<file path="src/design/cct_pkg.sv">
// Shared constants, types and codes of the collision contact tracker.
`timescale 1ns / 1ps

package cct_pkg;

  // Collider identifier width; the contact table holds one bit per ordered pair
  localparam int unsigned IdBits     = 6;
  localparam int unsigned AddrBits   = 2 * IdBits;
  localparam int unsigned TableDepth = 1 << AddrBits;

  // Field widths of one pair word
  localparam int unsigned PosBits  = 16;
  localparam int unsigned SizeBits = 12;

  // Arithmetic widths: position difference, doubled centre difference, squares
  localparam int unsigned DiffBits = PosBits + 1;
  localparam int unsigned CdBits   = PosBits + 3;
  localparam int unsigned SqBits   = 2 * CdBits - 2;
  localparam int unsigned SSqBits  = 2 * (SizeBits + 1);

  typedef enum logic {
    KindRect,
    KindCircle
  } kind_e;

  typedef enum logic [1:0] {
    EvNone,
    EvEnter,
    EvStay,
    EvExit
  } event_e;

  typedef enum logic {
    StClear,
    StRun
  } state_e;

  typedef struct packed {
    logic [IdBits-1:0]          left_id;
    logic [IdBits-1:0]          right_id;
    logic signed [PosBits-1:0]  left_x;
    logic signed [PosBits-1:0]  left_y;
    logic [SizeBits-1:0]        left_w;
    logic [SizeBits-1:0]        left_h;
    kind_e                      left_kind;
    logic signed [PosBits-1:0]  right_x;
    logic signed [PosBits-1:0]  right_y;
    logic [SizeBits-1:0]        right_w;
    logic [SizeBits-1:0]        right_h;
    kind_e                      right_kind;
  } in_word_t;

  typedef struct packed {
    event_e contact_event;
    logic   overlapping;
  } out_word_t;

  // Partial overlap results handed from the arithmetic stage to the decision stage
  typedef struct packed {
    logic               both_rect;
    logic               both_circle;
    logic               rect_hit;
    logic [SqBits-1:0]  dx_sq;
    logic [SqBits-1:0]  dy_sq;
    logic [SSqBits-1:0] size_sq;
  } geom_t;

endpackage

</file>
<file path="src/design/cct_overlap.sv">
// Overlap arithmetic stage: differences, strict rectangle test and registered squares.
`timescale 1ns / 1ps

module cct_overlap (
  input  logic              clk_i,
  input  logic              en_i,
  input  cct_pkg::in_word_t word_i,
  output cct_pkg::geom_t    geom_o
);

  logic signed [cct_pkg::DiffBits-1:0]   dx;
  logic signed [cct_pkg::DiffBits-1:0]   dy;
  logic [cct_pkg::DiffBits-1:0]          adx;
  logic [cct_pkg::DiffBits-1:0]          ady;
  logic [cct_pkg::SizeBits:0]            wsum;
  logic [cct_pkg::SizeBits:0]            hsum;
  logic signed [cct_pkg::SizeBits:0]     wdiff;
  logic signed [cct_pkg::SizeBits:0]     hdiff;
  logic signed [cct_pkg::CdBits-1:0]     cdx;
  logic signed [cct_pkg::CdBits-1:0]     cdy;
  logic signed [2*cct_pkg::CdBits-1:0]   sqx;
  logic signed [2*cct_pkg::CdBits-1:0]   sqy;
  logic [cct_pkg::SSqBits-1:0]           ssq;
  cct_pkg::geom_t                        geom_d;
  cct_pkg::geom_t                        geom_q;

  // Centre distances and summed sizes
  always_comb begin
    dx    = cct_pkg::DiffBits'(word_i.left_x) - cct_pkg::DiffBits'(word_i.right_x);
    dy    = cct_pkg::DiffBits'(word_i.left_y) - cct_pkg::DiffBits'(word_i.right_y);
    adx   = dx[cct_pkg::DiffBits-1] ? cct_pkg::DiffBits'(-dx) : cct_pkg::DiffBits'(dx);
    ady   = dy[cct_pkg::DiffBits-1] ? cct_pkg::DiffBits'(-dy) : cct_pkg::DiffBits'(dy);
    wsum  = {1'b0, word_i.left_w} + {1'b0, word_i.right_w};
    hsum  = {1'b0, word_i.left_h} + {1'b0, word_i.right_h};
    wdiff = $signed({1'b0, word_i.left_w}) - $signed({1'b0, word_i.right_w});
    hdiff = $signed({1'b0, word_i.left_h}) - $signed({1'b0, word_i.right_h});
  end

  // Doubled centre offset of two circles given by their corners, then squares
  always_comb begin
    cdx = (cct_pkg::CdBits'(dx) <<< 1) + cct_pkg::CdBits'(wdiff);
    cdy = (cct_pkg::CdBits'(dy) <<< 1) + cct_pkg::CdBits'(hdiff);
    sqx = cdx * cdx;
    sqy = cdy * cdy;
    ssq = wsum * wsum;
  end

  // Strict box test on doubled distances, shape pairing
  always_comb begin
    geom_d.both_rect   = (word_i.left_kind == cct_pkg::KindRect) &&
                         (word_i.right_kind == cct_pkg::KindRect);
    geom_d.both_circle = (word_i.left_kind == cct_pkg::KindCircle) &&
                         (word_i.right_kind == cct_pkg::KindCircle);
    geom_d.rect_hit    = ({adx, 1'b0} < (cct_pkg::DiffBits + 1)'(wsum)) &&
                         ({ady, 1'b0} < (cct_pkg::DiffBits + 1)'(hsum));
    geom_d.dx_sq       = sqx[cct_pkg::SqBits-1:0];
    geom_d.dy_sq       = sqy[cct_pkg::SqBits-1:0];
    geom_d.size_sq     = ssq;
  end

  // Hold the results for the decision stage
  always_ff @(posedge clk_i) begin
    if (en_i) begin
      geom_q <= geom_d;
    end
  end

  assign geom_o = geom_q;

endmodule

</file>
<file path="config.mk">
export PLATFORM = sky130hd
export DESIGN_NAME = cct_overlap
export DESIGN_NICKNAME = d
export VERILOG_FILES = /design/src/design/cct_pkg.sv /design/src/design/cct_overlap.sv
export SDC_FILE = /design/constraint.sdc
export NUM_CORES = 2
export LEC_CHECK = 0
export BUFFER_PORTS_ARGS = -buffer_cell sky130_fd_sc_hd__buf_4
export CAP_MARGIN = 15
export CORE_MARGIN = 2
export CORE_UTILIZATION = 65
export DETAILED_ROUTE_END_ITERATION = 8
export PLACE_DENSITY_LB_ADDON = 0.12
export SLEW_MARGIN = 25
export SYNTH_ARGS = -nofsm -noshare
export SYNTH_HDL_FRONTEND = slang
export SYNTH_SLANG_ARGS = --single-unit
</file>
<file path="constraint.sdc">
create_clock -name clk_i -period 26.2 [get_ports clk_i]
set_input_delay 7.86 -clock clk_i [delete_from_list [all_inputs] [get_ports clk_i]]
set_output_delay 7.86 -clock clk_i [all_outputs]
set_load 0.01 [all_outputs]
</file>
==> metrics.txt <==
outcome=complete, no violations; Avg Inst Size Synth=9.27 sq um; First-pass DRT Iterations=5; die height=roughly 240 microns; number of enable flip-flop cells after synthesis=97; share of cells above drive strength 1=0.0754; first-pass GRT wire length=140000 microns; Core Region=about 55000 sq um; Seq/Total Area, Yosys=0.0799; DRT iter0 DRCs=1708; buffers and inverters on the worst path=7; CTS tree=yes; largest net degree at the start of global routing=56; I/O Buffers=213; clk slew on worst S/H paths=0.09 ns; Hold Fails Final Rpt=0; f_max=between 50 and 60 MHz; most frequent cells in the layout=inv_1, fa_1, ha_1; Cell variety after synth=83; worst hold path class=in2reg; H-tree level count=3; Final HPWL DP=71300 microns; WL/cell=17.3 microns; total track usage=0.311; top cell type's share of synthesized area=0.416; Critical Path RT=roughly 26 ns; routed wire length=approximately 84000 microns; cts bufs inserted=9; area delta synth->final=7.80%; fill cell count=4415; Crit Path Max Fanout=12; Netlist Area Pre-Place=about 36000 sq um; max reg flops=97; GPL Wtd Cong=roughly 0.93; post-synth top area cell=fa_1; final slew viol count=0; maxcap violations=0; CP endpoint kind=flop; Finished Cell Area=just under 40000 sq um; Critical-path top delay cell=o41ai_1; Worst Path Arrival=19.70 ns; top-level port count=around 230; number of gates resized after cts=0; placed cell area=39000 sq um; synthesized instance count=approximately 3900; synth warn=0; Final #Nets=between 5000 and 6000; DIE AREA=just under 60000 sq um; Initial Utilization=0.659; Top delay family on crit path=adder cells; Most used DFF post-synth=edfxtp_1; fin crit period=19.53 ns; DRC viols=0; worst-margin pin slew=0.998 ns; total grt overflow=0; Crit Path Category=in2reg; commonest non-fill, non-tap cell in the layout=inv_1; Max transition margin=0.333; vias in the first global route=roughly 28000; most frequent CP cell=fa_1; final setup vio count=0; Final TNS setup=0 ns; period utilization=0.746; Die W=around 240 microns; Routed Antenna Nets=0; initial antenna violation count=2; Post-CTS Repair Setup Buffers=0; clk root buf=clkbuf_16; clock buffer depth=2; critical path startpoint category=input pin; fraction of registers with async set/reset=0; row count=86; detailed-route vias per instance=between 5 and 6; max incr delay on CP=around 0.80 ns; Yosys reg bits=97; RSZ-0062 raised after global routing=no; CTS Hold Bufs=0; CTS sink count=97; vias=26700; most area-consuming cells after synthesis=fa_1, ha_1, inv_1
[logic make-up (layout without fill, tap and decap cells)]
kind of cell | after synthesis | after routing | synth area share
adder cells (fa/ha/maj) | 1179 | 1179 | 0.561
buffers and inverters | 1115 | 1302 | 0.115
AND/OR/NAND/NOR | 862 | 862 | 0.106
AO/OA/AOI/OAI | 459 | 459 | 0.0837
XOR/XNOR | 221 | 221 | 0.0541
flip-flops | 97 | 97 | 0.0799
other | 1 | 4 | 0.000103
[worst paths after layout]
kind | cells after the start | endpoint | slack (ns) | startpoint
setup / recovery | 44 | geom_o[96] | 6.67 | word_i[70]
hold / removal | 2 | geom_o[100] | 7.72 | word_i[57]
[synthesized netlist by cell type, types with 13 or more instances]
| library cell | instances |
|---|---|
| a211oi_1 | 19 |
| a21o_1 | 54 |
| a21oi_1 | 132 |
| a31oi_1 | 17 |
| and2_1 | 45 |
| and3_1 | 14 |
| clkbuf_1 | 64 |
| edfxtp_1 | 97 |
| fa_1 | 758 |
| ha_1 | 421 |
| inv_1 | 1023 |
| nand2_1 | 291 |
| nand2b_1 | 29 |
| nand3_1 | 35 |
| nor2_1 | 316 |
| nor2b_1 | 27 |
| nor3_1 | 51 |
| o211ai_1 | 21 |
| o21a_1 | 26 |
| o21ai_0 | 75 |
| o21bai_1 | 21 |
| o31ai_1 | 13 |
| xnor2_1 | 161 |
| xor2_1 | 56 |
[per-stage QoR]
| stage | hold slack (ns) | setup WS (ns) | utilization | std cells |
|---|---|---|---|---|
| after global routing | 7.72 | 6.06 | 0.711 | 4872 |
| final | 7.72 | 6.67 | 0.711 | 4872 |
| after floorplan | 7.97 | 8.38 | - | 3936 |
| after CTS | 7.70 | 6.74 | 0.710 | 4871 |
| after detailed placement | 8.14 | 6.32 | 0.705 | 4855 |
| after global placement | 8.14 | 6.52 | 0.705 | 4855 |
[final cells by class]
cell class / instances / area, sq um / share of cell area
well taps: 748 / 936 / 0.0238
inverters: 1037 / 3890 / 0.0991
repair buffers: 249 / 1870 / 0.0476
multi-input cells: 2724 / 29400 / 0.748
flip-flops and latches: 97 / 2910 / 0.0741
clock inverters: 7 / 63.8 / 0.00162
diodes: 1 / 2.50 / 0.0000637
clock buffers: 9 / 225 / 0.00573
[per-layer routing]
layer	wire, microns	share of wire	global-route usage	vias up
met2	40500	0.48	0.518	949
met4	2190	0.026	0.0860	2
li1	-	-	-	12500
met5	13	0.00015	0	-
met1	34400	0.41	0.417	13100
met3	6900	0.082	0.0626	147
Power is not shown: default switching activity piles up to over one toggle a cycle in this logic, so the estimate is an artifact.
